===== config.mk =====
export PLATFORM = sky130hd
export DESIGN_NAME = touch_gesture_tracker
export DESIGN_NICKNAME = d
export VERILOG_FILES = /design/src/hw/rtl/tgt_pkg.sv /design/src/hw/rtl/tgt_axis_div.sv /design/src/hw/rtl/tgt_tracker.sv /design/src/hw/rtl/touch_gesture_tracker.sv
export SDC_FILE = /design/constraint.sdc
export NUM_CORES = 1
export LEC_CHECK = 0
export BUFFER_PORTS_ARGS = -buffer_cell sky130_fd_sc_hd__buf_2
export CAP_MARGIN = 20
export CORE_MARGIN = 4
export CORE_UTILIZATION = 31
export CTS_BUF_LIST = sky130_fd_sc_hd__clkbuf_8
export CTS_CLUSTER_SIZE = 24
export DETAILED_ROUTE_END_ITERATION = 8
export PLACE_DENSITY = 0.49
export REMOVE_ABC_BUFFERS = 1
export SLEW_MARGIN = 20
export SYNTH_ARGS = -nofsm -noshare
export SYNTH_HDL_FRONTEND = slang
export SYNTH_SLANG_ARGS = --single-unit

===== constraint.sdc =====
create_clock -name clk -period 7.03 [get_ports clk]
set_clock_uncertainty 0.05 [all_clocks]
set_input_delay 0.703 -clock clk [delete_from_list [all_inputs] [get_ports clk]]
set_output_delay 0.703 -clock clk [all_outputs]
set_load 0.01 [all_outputs]

===== src/hw/rtl/tgt_pkg.sv =====
`timescale 1ns / 1ps

package tgt_pkg;

	localparam int CAL_W     = 12;
	localparam int POS_W     = 12;
	localparam int OUT_POS_W = 9;
	localparam int TIME_W    = 32;
	localparam int CROWN_W   = 32;
	localparam int DATA_W    = 32;
	localparam int ADDR_W    = 5;
	localparam int CNT_NIB_W = 4;

	localparam int SCREEN_WIDTH  = 466;
	localparam int SCREEN_HEIGHT = 466;
	localparam int SCREEN_MAX    = (SCREEN_WIDTH > SCREEN_HEIGHT) ? SCREEN_WIDTH : SCREEN_HEIGHT;
	localparam int SIZE_W        = $clog2(SCREEN_MAX + 1);
	localparam int NUM_W         = CAL_W + SIZE_W;
	localparam int STEP_W        = $clog2(NUM_W + 1);

	localparam logic [TIME_W-1:0] SWIPE_MIN_MS = TIME_W'(100);
	localparam logic [TIME_W-1:0] SWIPE_MAX_MS = TIME_W'(500);

	localparam logic REQ_CLEAR = 1'b1;

	typedef enum logic [2:0] {
		REG_CAL_MIN_X  = 3'd0,
		REG_CAL_MAX_X  = 3'd1,
		REG_CAL_MIN_Y  = 3'd2,
		REG_CAL_MAX_Y  = 3'd3,
		REG_LONG_PRESS = 3'd4,
		REG_TAP        = 3'd5,
		REG_MOVE_THR   = 3'd6,
		REG_SWIPE_DIST = 3'd7
	} cfg_reg_t;

	typedef enum logic [3:0] {
		EV_NONE    = 4'd0,
		EV_PRESS   = 4'd1,
		EV_RELEASE = 4'd2,
		EV_TAP     = 4'd3,
		EV_LONG    = 4'd4,
		EV_MOVE    = 4'd5,
		EV_LEFT    = 4'd6,
		EV_RIGHT   = 4'd7,
		EV_UP      = 4'd8,
		EV_DOWN    = 4'd9
	} ev_t;

	typedef enum logic [1:0] {
		SEQ_IDLE,
		SEQ_MAP,
		SEQ_EVAL,
		SEQ_COMMIT
	} seq_state_t;

	typedef struct packed {
		logic [CAL_W-1:0] cal_min_x;
		logic [CAL_W-1:0] cal_max_x;
		logic [CAL_W-1:0] cal_min_y;
		logic [CAL_W-1:0] cal_max_y;
		logic [15:0]      long_press_ms;
		logic [15:0]      tap_ms;
		logic [7:0]       move_threshold;
		logic [9:0]       swipe_distance;
	} cfg_t;

	typedef struct packed {
		logic                 req_type;
		logic                 int_active;
		logic                 data_ok;
		logic [CNT_NIB_W-1:0] count;
		logic [TIME_W-1:0]    now_ms;
	} item_t;

	typedef struct packed {
		ev_t                   ev;
		logic [OUT_POS_W-1:0]  pos_x;
		logic [OUT_POS_W-1:0]  pos_y;
		logic [OUT_POS_W-1:0]  from_x;
		logic [OUT_POS_W-1:0]  from_y;
		logic [OUT_POS_W-1:0]  to_x;
		logic [OUT_POS_W-1:0]  to_y;
		logic [TIME_W-1:0]     hold;
		logic                  valid;
		logic [CROWN_W-1:0]    crown;
	} res_t;

	typedef struct packed {
		logic div_start;
		logic eval_en;
		logic commit_en;
	} seq_ctl_t;

endpackage


===== src/hw/rtl/tgt_axis_div.sv =====
`timescale 1ns / 1ps

module tgt_axis_div (
	input  logic                       clk,
	input  logic                       arst_n,
	input  logic                       start,
	input  logic                       axis_sel,
	input  logic [tgt_pkg::CAL_W-1:0]  raw,
	input  logic [tgt_pkg::CAL_W-1:0]  lo,
	input  logic [tgt_pkg::CAL_W-1:0]  hi,
	output logic                       done,
	output logic [tgt_pkg::POS_W-1:0]  coord
);

	localparam int CAL_W  = tgt_pkg::CAL_W;
	localparam int NUM_W  = tgt_pkg::NUM_W;
	localparam int SIZE_W = tgt_pkg::SIZE_W;
	localparam int STEP_W = tgt_pkg::STEP_W;

	logic [CAL_W:0]   diff_d;
	logic [CAL_W:0]   den_d;
	logic [CAL_W:0]   diff_neg;
	logic [CAL_W:0]   den_neg;
	logic [SIZE_W-1:0] size_d;

	logic [CAL_W-1:0]  num_mag_s1;
	logic [CAL_W-1:0]  den_mag_s1;
	logic [SIZE_W-1:0] size_s1;
	logic              flip_s1;
	logic              zden_s1;
	logic              load_s1;

	logic [NUM_W-1:0]  quo_q;
	logic [CAL_W-1:0]  rem_q;
	logic [STEP_W-1:0] cnt_q;
	logic              done_q;

	logic [CAL_W:0]    trial;
	logic              qbit;
	logic [NUM_W-1:0]  limit;

	assign size_d   = axis_sel ? SIZE_W'(tgt_pkg::SCREEN_HEIGHT) : SIZE_W'(tgt_pkg::SCREEN_WIDTH);
	assign diff_d   = {1'b0, raw} - {1'b0, lo};
	assign den_d    = {1'b0, hi} - {1'b0, lo};
	assign diff_neg = (CAL_W + 1)'(0) - diff_d;
	assign den_neg  = (CAL_W + 1)'(0) - den_d;

	always_ff @(posedge clk) begin
		if (start) begin
			num_mag_s1 <= diff_d[CAL_W] ? diff_neg[CAL_W-1:0] : diff_d[CAL_W-1:0];
			den_mag_s1 <= den_d[CAL_W] ? den_neg[CAL_W-1:0] : den_d[CAL_W-1:0];
			size_s1    <= size_d;
			flip_s1    <= diff_d[CAL_W] ^ den_d[CAL_W];
			zden_s1    <= (den_d == '0);
		end
	end

	assign trial = {rem_q, quo_q[NUM_W-1]};
	assign qbit  = (trial >= {1'b0, den_mag_s1});

	always_ff @(posedge clk) begin
		if (load_s1) begin
			quo_q <= NUM_W'(num_mag_s1) * NUM_W'(size_s1);
			rem_q <= '0;
		end else if (cnt_q != '0) begin
			quo_q <= {quo_q[NUM_W-2:0], qbit};
			rem_q <= qbit ? CAL_W'(trial - {1'b0, den_mag_s1}) : trial[CAL_W-1:0];
		end
	end

	always_ff @(posedge clk or negedge arst_n) begin
		if (!arst_n) begin
			load_s1 <= 1'b0;
			cnt_q   <= '0;
			done_q  <= 1'b0;
		end else begin
			load_s1 <= start;
			done_q  <= (cnt_q == STEP_W'(1));
			if (load_s1) begin
				cnt_q <= STEP_W'(NUM_W);
			end else if (cnt_q != '0) begin
				cnt_q <= cnt_q - STEP_W'(1);
			end
		end
	end

	assign limit = NUM_W'(size_s1) - NUM_W'(1);
	assign done  = done_q;

	always_comb begin
		if (flip_s1 || zden_s1) begin
			coord = '0;
		end else if (quo_q > limit) begin
			coord = limit[tgt_pkg::POS_W-1:0];
		end else begin
			coord = quo_q[tgt_pkg::POS_W-1:0];
		end
	end

endmodule


===== src/hw/rtl/tgt_tracker.sv =====
`timescale 1ns / 1ps

module tgt_tracker (
	input  logic                      clk,
	input  logic                      arst_n,
	input  tgt_pkg::cfg_t             cfg,
	input  tgt_pkg::item_t            item,
	input  logic [tgt_pkg::POS_W-1:0] cx,
	input  logic [tgt_pkg::POS_W-1:0] cy,
	input  logic                      eval_en,
	input  logic                      commit_en,
	output tgt_pkg::res_t             res
);

	localparam int POS_W   = tgt_pkg::POS_W;
	localparam int OP_W    = tgt_pkg::OUT_POS_W;
	localparam int TIME_W  = tgt_pkg::TIME_W;
	localparam int CROWN_W = tgt_pkg::CROWN_W;

	logic               pressed_q;
	logic [POS_W-1:0]   last_col_q;
	logic [POS_W-1:0]   last_row_q;
	logic [TIME_W-1:0]  press_start_q;
	logic [CROWN_W-1:0] crown_q;

	logic [TIME_W-1:0]  dur_s1;
	logic [POS_W:0]     dx_s1;
	logic [POS_W:0]     dy_s1;
	logic [POS_W-1:0]   ax_s1;
	logic [POS_W-1:0]   ay_s1;

	logic [POS_W:0]     dx_d;
	logic [POS_W:0]     dy_d;
	logic [POS_W:0]     dx_neg;
	logic [POS_W:0]     dy_neg;

	logic               pressed_d;
	logic [POS_W-1:0]   last_col_d;
	logic [POS_W-1:0]   last_row_d;
	logic [TIME_W-1:0]  press_start_d;
	logic [CROWN_W-1:0] crown_d;

	logic               move_hit;
	logic               swipe_win;

	assign dx_d   = {1'b0, cx} - {1'b0, last_col_q};
	assign dy_d   = {1'b0, cy} - {1'b0, last_row_q};
	assign dx_neg = (POS_W + 1)'(0) - dx_d;
	assign dy_neg = (POS_W + 1)'(0) - dy_d;

	always_ff @(posedge clk) begin
		if (eval_en) begin
			dur_s1 <= item.now_ms - press_start_q;
			dx_s1  <= dx_d;
			dy_s1  <= dy_d;
			ax_s1  <= dx_d[POS_W] ? dx_neg[POS_W-1:0] : dx_d[POS_W-1:0];
			ay_s1  <= dy_d[POS_W] ? dy_neg[POS_W-1:0] : dy_d[POS_W-1:0];
		end
	end

	assign move_hit  = (ax_s1 > POS_W'(cfg.move_threshold)) ||
	                   (ay_s1 > POS_W'(cfg.move_threshold));
	assign swipe_win = (dur_s1 > tgt_pkg::SWIPE_MIN_MS) && (dur_s1 < tgt_pkg::SWIPE_MAX_MS);

	always_comb begin
		res           = '0;
		res.ev        = tgt_pkg::EV_NONE;
		pressed_d     = pressed_q;
		last_col_d    = last_col_q;
		last_row_d    = last_row_q;
		press_start_d = press_start_q;
		crown_d       = crown_q;
		if (item.req_type == tgt_pkg::REQ_CLEAR) begin
			crown_d = '0;
		end else if (item.int_active && item.data_ok) begin
			if (item.count == '0) begin
				if (pressed_q) begin
					pressed_d = 1'b0;
					if (dur_s1 > TIME_W'(cfg.long_press_ms)) begin
						res.ev = tgt_pkg::EV_LONG;
					end else if (dur_s1 < TIME_W'(cfg.tap_ms)) begin
						res.ev = tgt_pkg::EV_TAP;
					end else begin
						res.ev = tgt_pkg::EV_RELEASE;
					end
					res.pos_x  = last_col_q[OP_W-1:0];
					res.from_x = last_col_q[OP_W-1:0];
					res.to_x   = last_col_q[OP_W-1:0];
					res.pos_y  = last_row_q[OP_W-1:0];
					res.from_y = last_row_q[OP_W-1:0];
					res.to_y   = last_row_q[OP_W-1:0];
					res.hold   = dur_s1;
					res.valid  = 1'b1;
				end
			end else if (!pressed_q) begin
				pressed_d     = 1'b1;
				press_start_d = item.now_ms;
				last_col_d    = cx;
				last_row_d    = cy;
				res.ev        = tgt_pkg::EV_PRESS;
				res.pos_x     = cx[OP_W-1:0];
				res.from_x    = cx[OP_W-1:0];
				res.pos_y     = cy[OP_W-1:0];
				res.from_y    = cy[OP_W-1:0];
				res.valid     = 1'b1;
			end else if (move_hit) begin
				res.ev     = tgt_pkg::EV_MOVE;
				res.pos_x  = cx[OP_W-1:0];
				res.to_x   = cx[OP_W-1:0];
				res.pos_y  = cy[OP_W-1:0];
				res.to_y   = cy[OP_W-1:0];
				res.from_x = last_col_q[OP_W-1:0];
				res.from_y = last_row_q[OP_W-1:0];
				res.valid  = 1'b1;
				crown_d    = crown_q + {{(CROWN_W - POS_W - 1){dy_s1[POS_W]}}, dy_s1};
				if (swipe_win) begin
					if ((ax_s1 > ay_s1) && (ax_s1 > POS_W'(cfg.swipe_distance))) begin
						res.ev = dx_s1[POS_W] ? tgt_pkg::EV_LEFT : tgt_pkg::EV_RIGHT;
					end else if ((ay_s1 > ax_s1) && (ay_s1 > POS_W'(cfg.swipe_distance))) begin
						res.ev = dy_s1[POS_W] ? tgt_pkg::EV_UP : tgt_pkg::EV_DOWN;
					end
				end
				last_col_d = cx;
				last_row_d = cy;
			end
		end
		res.crown = crown_d;
	end

	always_ff @(posedge clk or negedge arst_n) begin
		if (!arst_n) begin
			pressed_q     <= 1'b0;
			last_col_q    <= '0;
			last_row_q    <= '0;
			press_start_q <= '0;
			crown_q       <= '0;
		end else if (commit_en) begin
			pressed_q     <= pressed_d;
			last_col_q    <= last_col_d;
			last_row_q    <= last_row_d;
			press_start_q <= press_start_d;
			crown_q       <= crown_d;
		end
	end

endmodule


===== src/hw/rtl/touch_gesture_tracker.sv =====
`timescale 1ns / 1ps

// Channel   Handshake                      Payload
// item      item_valid / item_ready        req_type .. now_ms
// result    result_valid / result_ready    event_code .. crown_value
// config    APB write (psel, penable)      paddr, pwdata / prdata
//
// Every item passes from transfer through the map, eval and commit states before its result is registered.
// The next transfer is taken only after the commit, so the block handles one item at a time.
// The map phase ends when the two coordinate dividers finish; they produce one quotient bit per cycle.
// Reset restores the calibration and timing registers and clears the touch state.
// A held result does not block the next transfer; only a second finished result waits for it.

module touch_gesture_tracker (
	input  logic                             clk,
	input  logic                             arst_n,

	input  logic                             psel,
	input  logic                             penable,
	input  logic                             pwrite,
	input  logic [tgt_pkg::ADDR_W-1:0]       paddr,
	input  logic [tgt_pkg::DATA_W-1:0]       pwdata,
	output logic [tgt_pkg::DATA_W-1:0]       prdata,
	output logic                             pready,

	input  logic                             item_valid,
	output logic                             item_ready,
	input  logic                             req_type,
	input  logic                             int_active,
	input  logic                             data_ok,
	input  logic [7:0]                       status_byte,
	input  logic [7:0]                       x_high_byte,
	input  logic [7:0]                       x_low_byte,
	input  logic [7:0]                       y_high_byte,
	input  logic [7:0]                       y_low_byte,
	input  logic [tgt_pkg::TIME_W-1:0]       now_ms,

	output logic                             result_valid,
	input  logic                             result_ready,
	output logic [3:0]                       event_code,
	output logic [tgt_pkg::OUT_POS_W-1:0]    pos_x,
	output logic [tgt_pkg::OUT_POS_W-1:0]    pos_y,
	output logic [tgt_pkg::OUT_POS_W-1:0]    from_x,
	output logic [tgt_pkg::OUT_POS_W-1:0]    from_y,
	output logic [tgt_pkg::OUT_POS_W-1:0]    to_x,
	output logic [tgt_pkg::OUT_POS_W-1:0]    to_y,
	output logic [tgt_pkg::TIME_W-1:0]       hold_ms,
	output logic                             event_valid,
	output logic signed [tgt_pkg::CROWN_W-1:0] crown_value
);

	localparam int CAL_W  = tgt_pkg::CAL_W;
	localparam int DATA_W = tgt_pkg::DATA_W;

	tgt_pkg::cfg_t       cfg_q;
	tgt_pkg::item_t      item_q;
	tgt_pkg::res_t       res_d;
	tgt_pkg::res_t       res_q;
	tgt_pkg::seq_state_t state_q;
	tgt_pkg::seq_state_t state_d;
	tgt_pkg::seq_ctl_t   ctl;
	tgt_pkg::cfg_reg_t   reg_sel;

	logic                result_valid_q;
	logic                cfg_write;
	logic                item_xfer;
	logic                x_done;
	logic                y_done;
	logic [tgt_pkg::POS_W-1:0] cx;
	logic [tgt_pkg::POS_W-1:0] cy;

	assign pready    = 1'b1;
	assign reg_sel   = tgt_pkg::cfg_reg_t'(paddr[4:2]);
	assign cfg_write = psel && penable && pwrite && pready;

	always_ff @(posedge clk or negedge arst_n) begin
		if (!arst_n) begin
			cfg_q.cal_min_x      <= CAL_W'(100);
			cfg_q.cal_max_x      <= CAL_W'(3900);
			cfg_q.cal_min_y      <= CAL_W'(100);
			cfg_q.cal_max_y      <= CAL_W'(3900);
			cfg_q.long_press_ms  <= 16'd800;
			cfg_q.tap_ms         <= 16'd200;
			cfg_q.move_threshold <= 8'd5;
			cfg_q.swipe_distance <= 10'd50;
		end else if (cfg_write) begin
			unique case (reg_sel)
				tgt_pkg::REG_CAL_MIN_X:  cfg_q.cal_min_x      <= pwdata[CAL_W-1:0];
				tgt_pkg::REG_CAL_MAX_X:  cfg_q.cal_max_x      <= pwdata[CAL_W-1:0];
				tgt_pkg::REG_CAL_MIN_Y:  cfg_q.cal_min_y      <= pwdata[CAL_W-1:0];
				tgt_pkg::REG_CAL_MAX_Y:  cfg_q.cal_max_y      <= pwdata[CAL_W-1:0];
				tgt_pkg::REG_LONG_PRESS: cfg_q.long_press_ms  <= pwdata[15:0];
				tgt_pkg::REG_TAP:        cfg_q.tap_ms         <= pwdata[15:0];
				tgt_pkg::REG_MOVE_THR:   cfg_q.move_threshold <= pwdata[7:0];
				tgt_pkg::REG_SWIPE_DIST: cfg_q.swipe_distance <= pwdata[9:0];
			endcase
		end
	end

	always_comb begin
		unique case (reg_sel)
			tgt_pkg::REG_CAL_MIN_X:  prdata = DATA_W'(cfg_q.cal_min_x);
			tgt_pkg::REG_CAL_MAX_X:  prdata = DATA_W'(cfg_q.cal_max_x);
			tgt_pkg::REG_CAL_MIN_Y:  prdata = DATA_W'(cfg_q.cal_min_y);
			tgt_pkg::REG_CAL_MAX_Y:  prdata = DATA_W'(cfg_q.cal_max_y);
			tgt_pkg::REG_LONG_PRESS: prdata = DATA_W'(cfg_q.long_press_ms);
			tgt_pkg::REG_TAP:        prdata = DATA_W'(cfg_q.tap_ms);
			tgt_pkg::REG_MOVE_THR:   prdata = DATA_W'(cfg_q.move_threshold);
			tgt_pkg::REG_SWIPE_DIST: prdata = DATA_W'(cfg_q.swipe_distance);
		endcase
	end

	assign item_xfer = item_valid && item_ready;

	always_ff @(posedge clk) begin
		if (item_xfer) begin
			item_q.req_type   <= req_type;
			item_q.int_active <= int_active;
			item_q.data_ok    <= data_ok;
			item_q.count      <= status_byte[3:0];
			item_q.now_ms     <= now_ms;
		end
	end

	always_comb begin
		state_d = state_q;
		unique case (state_q)
			tgt_pkg::SEQ_IDLE: begin
				if (item_valid) begin
					state_d = tgt_pkg::SEQ_MAP;
				end
			end
			tgt_pkg::SEQ_MAP: begin
				if (x_done) begin
					state_d = tgt_pkg::SEQ_EVAL;
				end
			end
			tgt_pkg::SEQ_EVAL: begin
				state_d = tgt_pkg::SEQ_COMMIT;
			end
			tgt_pkg::SEQ_COMMIT: begin
				if (!result_valid_q || result_ready) begin
					state_d = tgt_pkg::SEQ_IDLE;
				end
			end
		endcase
	end

	always_comb begin
		item_ready    = 1'b0;
		ctl           = '0;
		unique case (state_q)
			tgt_pkg::SEQ_IDLE: begin
				item_ready    = 1'b1;
				ctl.div_start = item_valid;
			end
			tgt_pkg::SEQ_MAP: begin
			end
			tgt_pkg::SEQ_EVAL: begin
				ctl.eval_en = 1'b1;
			end
			tgt_pkg::SEQ_COMMIT: begin
				ctl.commit_en = !result_valid_q || result_ready;
			end
		endcase
	end

	always_ff @(posedge clk or negedge arst_n) begin
		if (!arst_n) begin
			state_q <= tgt_pkg::SEQ_IDLE;
		end else begin
			state_q <= state_d;
		end
	end

	tgt_axis_div u_div_x (
		.clk      (clk),
		.arst_n   (arst_n),
		.start    (ctl.div_start),
		.axis_sel (1'b0),
		.raw      ({x_high_byte[3:0], x_low_byte}),
		.lo       (cfg_q.cal_min_x),
		.hi       (cfg_q.cal_max_x),
		.done     (x_done),
		.coord    (cx)
	);

	tgt_axis_div u_div_y (
		.clk      (clk),
		.arst_n   (arst_n),
		.start    (ctl.div_start),
		.axis_sel (1'b1),
		.raw      ({y_high_byte[3:0], y_low_byte}),
		.lo       (cfg_q.cal_min_y),
		.hi       (cfg_q.cal_max_y),
		.done     (y_done),
		.coord    (cy)
	);

	tgt_tracker u_tracker (
		.clk       (clk),
		.arst_n    (arst_n),
		.cfg       (cfg_q),
		.item      (item_q),
		.cx        (cx),
		.cy        (cy),
		.eval_en   (ctl.eval_en),
		.commit_en (ctl.commit_en),
		.res       (res_d)
	);

	always_ff @(posedge clk) begin
		if (ctl.commit_en) begin
			res_q <= res_d;
		end
	end

	always_ff @(posedge clk or negedge arst_n) begin
		if (!arst_n) begin
			result_valid_q <= 1'b0;
		end else if (ctl.commit_en) begin
			result_valid_q <= 1'b1;
		end else if (result_ready) begin
			result_valid_q <= 1'b0;
		end
	end

	assign result_valid = result_valid_q;
	assign event_code   = res_q.ev;
	assign pos_x        = res_q.pos_x;
	assign pos_y        = res_q.pos_y;
	assign from_x       = res_q.from_x;
	assign from_y       = res_q.from_y;
	assign to_x         = res_q.to_x;
	assign to_y         = res_q.to_y;
	assign hold_ms      = res_q.hold;
	assign event_valid  = res_q.valid;
	assign crown_value  = res_q.crown;

	a_div_lockstep: assert property (@(posedge clk) disable iff (!arst_n)
		x_done == y_done)
		else $error("coordinate dividers out of step");

	a_done_in_map: assert property (@(posedge clk) disable iff (!arst_n)
		x_done |-> state_q == tgt_pkg::SEQ_MAP)
		else $error("divider finished outside the map phase");

	a_xfer_starts_map: assert property (@(posedge clk) disable iff (!arst_n)
		item_xfer |=> state_q == tgt_pkg::SEQ_MAP)
		else $error("transfer did not start the map phase");

	a_result_from_commit: assert property (@(posedge clk) disable iff (!arst_n)
		$rose(result_valid_q) |-> $past(state_q) == tgt_pkg::SEQ_COMMIT)
		else $error("result appeared without a commit");

endmodule

==> results.cfg, run 1 <==
[worst_setup_path]
cpMaxStageDelayCell = o21ai_0
crit_path_max_incr_delay_ns = 0.83
worstSetupEndpointType = flop
cp_data_arrival_time_ns = 5.50
cp_common_cell = o21ai_0
worst_setup_path_start_kind = flop
path_cells = nor4_1 -> nand3_1 -> o21bai_1 -> o21ai_0 -> ha_1 -> inv_1 -> fa_1 -> a21o_1 -> a211oi_1 -> o21ai_0 -> a31o_2 -> a21o_1 -> nand3_1 -> nand2_1 -> clkinv_1 -> o21ai_0 -> xnor2_1
r2r_slack_ns = 1.95
required_ns = 7.45
critPathMaxFanout = 9
crit_type = flop to flop

[detailed_routing]
routed_wl_um = 97570
viasPerCell = 4.841
dr.pass1.iters = 5
wl_per_cell_um = 18.31
drt_iter0_markers = 1505
route.detailed.drc = 0
dr_total_vias = 25802
ant_nets = 0

[die]
die_h_um = 345.7
rows = 123
dieArea_sq_um = 119500
core_sq_um = 112800
fp.dieW_um = 345.7
initial_core_util_pct = 31.33
io_pins = 277

[power]
p_sw_mw = 9.078
p_leak_nw = 17.48
p_total_mw = 21.19
internal_power_mw = 12.11
pwr-share-comb_pct = 56.6
ir_drop_uv = 334.4
clock_power_share_pct = 15.1
p_seq_share_pct = 28.2
power.density_nw_per_um2 = 521.2
p_sw_share_pct = 42.85

[grt]
grt_first_pass_wirelength_um = 151200
grt_overflow = 0
grt_max_degree = 121
antenna_found_initial = 10
grtUsageTotal_pct = 16.03
grt_pass1_vias = 25553

[cells_and_area]
fillers = 11392
drive_above_1_share_pct = 15.49
syn_to_final_growth_pct = 15.01
finalInstanceArea_sq_um = 40650
final_nets = 4258
layout_commonest_cell = ha_1
final_cell_mix = ha_1 (345), inv_1 (326), edfxtp_1 (325), nand2_1 (275), nor2_1 (258)

[synth]
synth_compound_area_share_pct = 14.89
synthXorXnorAreaFrac_pct = 5.352
ys_dominant_reg_cell = edfxtp_1
ys_seq_area_share_pct = 43.39
synthMuxAreaShare_pct = 4.152
synth_fa_ha_area_share_pct = 15.76
synth_seq_cells = 551
synthCells = 3434
async_reset_ff_share_pct = 36.66
synth-edff-count = 325
netlist_area_sq_um = 35350
synth_top_family_by_area = adder cells
syn-mean-instance-area_sq_um = 10.29
yosysWarnings = 0
synth-simple-area-share_pct = 11.95
ys_types = 89

[status]
status = completed

[timing]
setup_viol = 0
worst_pin_slew_ns = 1.053
max_freq_mhz = 197.0
rsz0062_at_grt = no
tns_ns = 0
min_period_ns = 5.076
hold_viol = 0
timing.final.crit_share_pct = 72.20
slew_violations = 0
slew_headroom_pct = 29.07

[placed_design]
place_area_sq_um = 38210
numPortBuffers = 229
place_congestion = 0.8345
place.detailed.hpwl_um = 73050

[clock_network]
cts_buffer_depth = 3
cts_tree = done
root_buffer = clkbuf_8
cts_resized = 0
cts_max_level = 3
insertion_delay_ns = 0.74
clk_pin_slew_ns = 0.07
cts_inserted_buffers = 104
cts_sinks = 551

[flow_run]
cap_violations = 0

[hold_path]
hold_path.class = primary input to flop
[metal layers]
| layer | vias to the layer above | track usage, % | routed length, um |
|---|---|---|---|
| met1 | 12195 | 22.06 | 46200 |
| met4 | 4 | 4.323 | 2505 |
| li1 | 12926 | - | - |
| met3 | 135 | 3.763 | 5443 |
| met2 | 542 | 25.33 | 43400 |
| met5 | - | 0 | 23 |
[power by group through the flow]
stage / Sequential (mW) / Clock [mW] / Combinational [mW]
CTS: 6.01 / 3.34 / 12.1
global placement: 6.04 / 0 / 11.9
floorplan: 5.85 / 0 / 9.19
detailed placement: 6.05 / 0 / 11.9
finish: 5.98 / 3.21 / 12.0
global route: 6.13 / 3.47 / 13.7
[logic make-up after synthesis]
| group | after synthesis |
|---|---|
| AOI/OAI and AO/OA | 815 |
| xor gates and xnor gates | 216 |
| adders and majority gates | 408 |
| buffers and inverters | 404 |
| DFF | 551 |
| muxes | 132 |
| other | 2 |
| and+or+nand+nor | 906 |
[cell usage after synthesis (all sizes together), types with 35 or more instances]
master  instances  area, sq um
nor2          261        979.7
o21ai         256         1281
o21a           35        262.8
edfxtp        325         9759
a21oi         183        923.4
clkbuf         88        330.3
nand3          47        235.2
a21o           75        563.0
xor2           51        446.7
xnor2         165         1445
dfrtp         169         4229
nor2b          38        237.7
mux2           97         1092
and2           46        287.8
a211oi         40        310.3
ha            346         4329
inv           289         1085
nand2         277         1040
nor3           77        385.4
fa             62         1241
[through the flow]
step | hold slack (ns) | worst slack (ns) | std cells | utilization (%)
after floorplan | 0.3574 | -0.2121 | 3342 | -
after global placement | 0.4181 | 1.917 | 5096 | 33.87
after detailed placement | 0.4242 | 1.885 | 5096 | 33.87
after CTS | 0.001233 | 1.818 | 5321 | 36.01
after global routing | 0.01333 | 1.619 | 5323 | 36.02
final | 0.09400 | 1.954 | 5330 | 36.04
[sequential cells by signal, summed over array words and instances (netlist names), 21 cells and up]
| register | cells |
|---|---|
| u_tracker.dur_s1 | 32 |
| u_div_x.quo_q | 21 |
| u_div_y.quo_q | 21 |
| u_tracker.press_start_q | 32 |
| hold_ms | 32 |
| u_tracker.crown_q | 32 |
| item_q | 39 |
| cfg_q | 98 |
| crown_value | 32 |
[critical path, delay by kind of cell (launching register included)]
family                   cells  cell delay [ns]
AO/OA/AOI/OAI                8             2.40
buffers and inverters        2             0.27
adder cells (fa/ha/maj)      2             0.70
XOR/XNOR                     1             0.15
flip-flops                   1             0.41
AND/OR/NAND/NOR              4             0.80
[worst paths after layout]
path	from	end	depth (start not counted)
max	u_div_x.quo_q[20]	u_tracker.ax_s1[4]	17
min in group asynchronous	arst_n	u_tracker.crown_q[31]	2
max reg2reg	u_div_x.quo_q[20]	u_tracker.ax_s1[4]	17
min	now_ms[10]	item_q[10]	1
min reg2reg	u_tracker.press_start_q[0]	u_tracker.press_start_q[0]	2
max in group asynchronous	arst_n	u_div_x.cnt_q[4]	3
[timing repair]
action / in CTS / in global routing
hold endpoints to repair: 109 / 0
endpoints found under the setup margin: 0 / 0
setup buffers: 0 / 0
hold buffers: 28 / 0
[area by class of cell]
class | count | area (sq um) | share of cell area (%)
Antenna cell | 8 | 20.02 | 0.04925
Tap cell | 1500 | 1877 | 4.617
Timing Repair Buffer | 283 | 1644 | 4.044
Sequential cell | 551 | 15340 | 37.73
Clock buffer | 122 | 1679 | 4.130
Multi-Input combinational cell | 2500 | 18550 | 45.63
Inverter | 291 | 1097 | 2.699
Clock inverter | 75 | 446.7 | 1.099
Power figures use the tool's default switching activity.
==> inputs of run 2 (changes only) <==
PLACE_DENSITY = 0.5   (was 0.49)
clock period = 4.17 ns   (was 7.03 ns; I/O delays follow)
==> results.cfg, run 2 (synthesized netlist as in run 1, its figures left out) <==
[grt]
grt_first_pass_wirelength_um = 155800
grtUsageTotal_pct = 16.42
grt_max_degree = 87
grt_pass1_vias = 26709
grt_overflow = 0
antenna_found_initial = 6

[die]
fp.dieW_um = 345.7
dieArea_sq_um = 119500
core_sq_um = 112800
die_h_um = 345.7
io_pins = 277
rows = 123
initial_core_util_pct = 31.33

[clock_network]
cts_buffer_depth = 3
cts_max_level = 3
cts_sinks = 551
root_buffer = clkbuf_8
clk_pin_slew_ns = 0.07
cts_inserted_buffers = 102
cts_tree = done
insertion_delay_ns = 0.76

[timing]
worst_pin_slew_ns = 0.9955
min_period_ns = 4.710
timing.final.crit_share_pct = 113.0
rsz0062_at_grt = yes
slew_headroom_pct = 33.39
slew_violations = 0
hold_viol = 0
tns_ns = -4.254
max_freq_mhz = 212.3
setup_viol = 15
fin_ws_ns = -0.5400

[detailed_routing]
drt_iter0_markers = 1581
routed_wl_um = 100100
wl_per_cell_um = 18.13
route.detailed.drc = 0
dr_total_vias = 26824
ant_nets = 0
dr.pass1.iters = 5
viasPerCell = 4.859

[worst_setup_path]
cp_data_arrival_time_ns = 5.13
r2r_slack_ns = -0.54
required_ns = 4.59
startpoint = u_div_y.num_mag_s1[0]
critPathCapture = u_div_y.quo_q[20]
rr_worst_depth = 16
crit_type = flop to flop
critPathMaxFanout = 2
worst_setup_path_start_kind = flop
worstSetupEndpointType = flop
r2r-end = u_div_y.quo_q[20]
rr_startpoint = u_div_y.num_mag_s1[0]

[cells_and_area]
layout_commonest_cell = ha_1
final_nets = 4453
finalInstanceArea_sq_um = 42820
top_regs = cfg_q x98, item_q x39
drive_above_1_share_pct = 20.56
final_util_pct = 37.96
fillers = 11220
largest_reg_flops = 98
syn_to_final_growth_pct = 21.15
final_cell_mix = ha_1 (333), edfxtp_1 (325), inv_1 (318), nand2_1 (273), nor2_1 (258)
largest_register = cfg_q

[power]
p_sw_mw = 16.92
p_seq_share_pct = 25.0
clock_power_share_pct = 13.2
p_leak_nw = 18.54
internal_power_mw = 23.27
pwr-share-comb_pct = 61.8
power.density_nw_per_um2 = 938.7
ir_drop_uv = 780.1
p_sw_share_pct = 42.10

[status]
status = finished with violations
violations = setup timing

[placed_design]
numPortBuffers = 229
place.detailed.hpwl_um = 74920
place_congestion = 0.8367
place_area_sq_um = 39380

[flow_run]
cap_violations = 0

[hold_path]
hold_path.class = primary input to async pin
## run 2: changes by cell type in the layout (fill, tap and decap cells not counted), sizes merged, moves of 2 or more
cell | previous run | this run
buf | 254 | 421
dlygate4sd3 | 28 | 58
clkinvlp | 6 | 2
clkbuf | 123 | 121
## run 2: layout make-up
type | instances | area, sq um | area share, %
multi-input cells | 2501 | 19120 | 44.66
flip-flops and latches | 551 | 15340 | 35.82
repair buffers | 479 | 3282 | 7.664
well taps | 1500 | 1877 | 4.383
clock buffers | 121 | 1665 | 3.889
inverters | 291 | 1101 | 2.571
clock inverters | 70 | 417.9 | 0.9760
diodes | 7 | 17.52 | 0.04091
## run 2: power by group through the flow
stage	sequential, mW	combinational (mW)	clock, mW
2_1_floorplan	9.86	15.5	0
3_3_place_gp	10.1	22.1	0
3_5_place_dp	10.1	22.2	0
4_1_cts	10.0	24.2	5.53
5_1_grt	10.3	27.8	5.77
6_report	10.0	24.8	5.31
## run 2: worst min path at each step
stage | startpoint | endpoint | slack, ns | cells past startpoint
floorplan | arst_n | cfg_q[0] | 0.07 | 0
detailed placement | arst_n | u_tracker.crown_q[21] | 0.42 | 1
global route | y_low_byte[1] | u_div_y.num_mag_s1[1] | 0.18 | 3
global placement | u_div_x.rem_q[11] | u_div_x.rem_q[11] | 0.41 | 2
finish | arst_n | u_tracker.crown_q[27] | 0.19 | 2
CTS | y_low_byte[1] | u_div_y.num_mag_s1[1] | 0.10 | 3
## run 2: critical path, cell delays in order (launching register included)
cell       delay [ns]
edfxtp_1         0.41
fa_1             0.55
inv_1            0.05
fa_1             0.45
fa_1             0.50
inv_2            0.05
ha_4             0.26
ha_4             0.19
a21o_1           0.18
a21oi_2          0.17
o21bai_2         0.11
a2111oi_4        0.42
o31ai_2          0.10
or4_1            0.43
a31oi_2          0.20
xnor2_1          0.08
mux2_4           0.25
## run 2: per-layer routing
layer	up-vias	track usage [%]	share of wire, %	wire length (um)
li1	13322	-	-	-
met1	12786	23.40	48	48320
met2	565	25.51	44	44140
met3	149	2.725	4.8	4804
met4	2	5.141	2.8	2787
met5	-	0	0.0080	8
## run 2: timing repair
action / in CTS / in global routing
hold endpoints to repair: 187 / 0
setup buffers: 12 / 10
resized for setup: 74 / 55
hold buffers: 58 / 0
pin swaps: 51 / 48
cloned: 0 / 1
endpoints found under the setup margin: 39 / 39
## run 2: through the flow
stage	instances	setup slack (ns)	total power, mW	hold slack [ns]
CTS	5505	-0.4887	39.76	0.1023
finish	5520	-0.5400	40.20	0.1921
floorplan	3342	-2.814	25.35	0.07141
global route	5517	-0.7503	43.84	0.1752
global placement	5245	-0.7261	32.16	0.4129
detailed placement	5245	-0.6985	32.25	0.4173
==> inputs of run 3 (changes only) <==
PLACE_DENSITY = not set   (was 0.5)
RECOVER_POWER = 100   (was not set)
==> results.cfg, run 3 (synthesized netlist as in run 1, its figures left out) <==
[die]
io_pins = 277
die_h_um = 345.7
fp.dieW_um = 345.7
rows = 123
initial_core_util_pct = 31.33
dieArea_sq_um = 119500
core_sq_um = 112800

[clock_network]
root_buffer = clkbuf_8
clk_pin_slew_ns = 0.06
cts_tree = done
cts_inserted_buffers = 101
cts_buffer_depth = 3
cts_max_level = 3
insertion_delay_ns = 0.77
cts_sinks = 551

[cells_and_area]
multi_input_comb_area_sq_um = 18890
final_cell_mix = ha_1 (336), inv_1 (329), edfxtp_1 (325), nand2_1 (275), nor2_1 (258)
final_util_pct = 37.35
final_nets = 4440
finalInstanceArea_sq_um = 42140
seq_area_sq_um = 15340
final_cell_count_no_fill = 5503
layout_commonest_cell = ha_1
largest_register = cfg_q
fillers = 11268
largest_reg_flops = 98
syn_to_final_growth_pct = 19.21
top_regs = cfg_q x98, item_q x39
drive_above_1_share_pct = 15.02

[detailed_routing]
dr.pass1.iters = 6
dr_total_vias = 27012
route.detailed.drc = 0
ant_nets = 0
wl_per_cell_um = 17.95
routed_wl_um = 98770
viasPerCell = 4.909
drt_iter0_markers = 1794

[grt]
grt_first_pass_wirelength_um = 153800
grt_pass1_vias = 26883
grtUsageTotal_pct = 16.21
grt.busiest_layer = met2
met3_usage_pct = 2.924
grt_max_degree = 65
met1_usage_pct = 22.06
grt_overflow = 0
antenna_found_initial = 5
met2_usage_pct = 25.84

[worst_setup_path]
rr_startpoint = u_div_y.num_mag_s1[1]
r2r_slack_ns = -0.49
critPathMaxFanout = 2
cp_data_arrival_time_ns = 5.10
required_ns = 4.61
worstSetupEndpointType = flop
rr_worst_depth = 16
r2r-end = u_div_y.quo_q[20]
worst_setup_path_start_kind = flop
crit_type = flop to flop

[flow_run]
cap_violations = 7

[placed_design]
place.detailed.hpwl_um = 74380
numPortBuffers = 229
place_congestion = 0.8833
dp_cells = 5232
place_area_sq_um = 39240

[timing]
min_period_ns = 4.664
setup_viol = 68
rsz0062_at_grt = yes
tns_ns = -9.435
slew_violations = 290
fin_ws_ns = -0.4940
hold_viol = 0
timing.final.crit_share_pct = 111.8
max_freq_mhz = 214.4
slew_headroom_pct = -141.2
worst_pin_slew_ns = 3.618

[hold_path]
hp-start = x_low_byte[0]
hold_path.class = primary input to flop
hold_path_depth = 4
hold_end = u_div_x.num_mag_s1[0]

[power]
p_total_mw = 39.70
p_leak_nw = 17.87
power.density_nw_per_um2 = 942.2
ir_drop_uv = 877.3

[status]
violations = capacitance limit, slew limit, setup timing
status = finished with violations
==> run 3: worst max-delay path by stage <==
stage                                     start                          end  cells past startpoint  slack, ns
after detailed placement  u_div_y.num_mag_s1[0]            u_div_y.quo_q[20]                     16      -0.73
after floorplan                      state_q[0]  u_tracker.press_start_q[10]                      5      -2.81
after global routing      u_div_y.num_mag_s1[1]            u_div_y.quo_q[20]                     16      -0.68
final                     u_div_y.num_mag_s1[1]            u_div_y.quo_q[20]                     16      -0.49
after CTS                 u_div_y.num_mag_s1[1]            u_div_y.quo_q[20]                     16      -0.47
after global placement    u_div_y.num_mag_s1[0]            u_div_y.quo_q[20]                     16      -0.72
==> run 3: through the flow <==
| stage | worst slack [ns] | hold WS (ns) |
|---|---|---|
| after floorplan | -2.814 | 0.07141 |
| after global placement | -0.7194 | 0.3174 |
| after detailed placement | -0.7307 | 0.3253 |
| after CTS | -0.4664 | 0.07678 |
| after global routing | -0.6771 | 0.2574 |
| final | -0.4940 | 0.2619 |
==> run 3: timing repair <==
item / in CTS / in global routing
setup endpoints to repair: 29 / 39
buffers inserted: 9 / 15
hold endpoints to repair: 235 / 0
resized for setup: 56 / 48
hold buffers: 58 / 0
pin swaps: 44 / 38
==> run 3: area by class of cell <==
| type | instances | area share, % |
|---|---|---|
| diodes | 2 | 0.01188 |
| clock buffers | 111 | 3.626 |
| clock inverters | 80 | 1.345 |
| inverters | 291 | 2.604 |
| multi-input cells | 2500 | 44.84 |
| flip-flops and latches | 551 | 36.40 |
| well taps | 1500 | 4.454 |
| repair buffers | 468 | 6.720 |
==> run 3: power by group <==
group	total, mW	internal [mW]	switching [mW]
logic	24.2	11.5	12.8
clock network	5.38	2.86	2.51
registers	10.1	8.61	1.49
total	39.7	22.9	16.8
==> run 3: layer usage <==
layer / part of all wire (%) / wire length (um)
met1: 46 / 45680
met2: 45 / 44570
met3: 5.4 / 5382
met4: 3.2 / 3125
met5: 0.020 / 20
==> run 3: critical path, cell delays in order, from the launching register on <==
cell	delay [ns]
edfxtp_1	0.41
fa_1	0.56
inv_2	0.04
fa_1	0.46
fa_1	0.51
inv_2	0.05
ha_4	0.26
ha_4	0.19
a21o_1	0.19
a21oi_2	0.16
o21bai_2	0.12
a2111oi_4	0.35
o31ai_2	0.12
or4_1	0.42
a31oi_1	0.18
xnor2_1	0.09
mux2_2	0.26
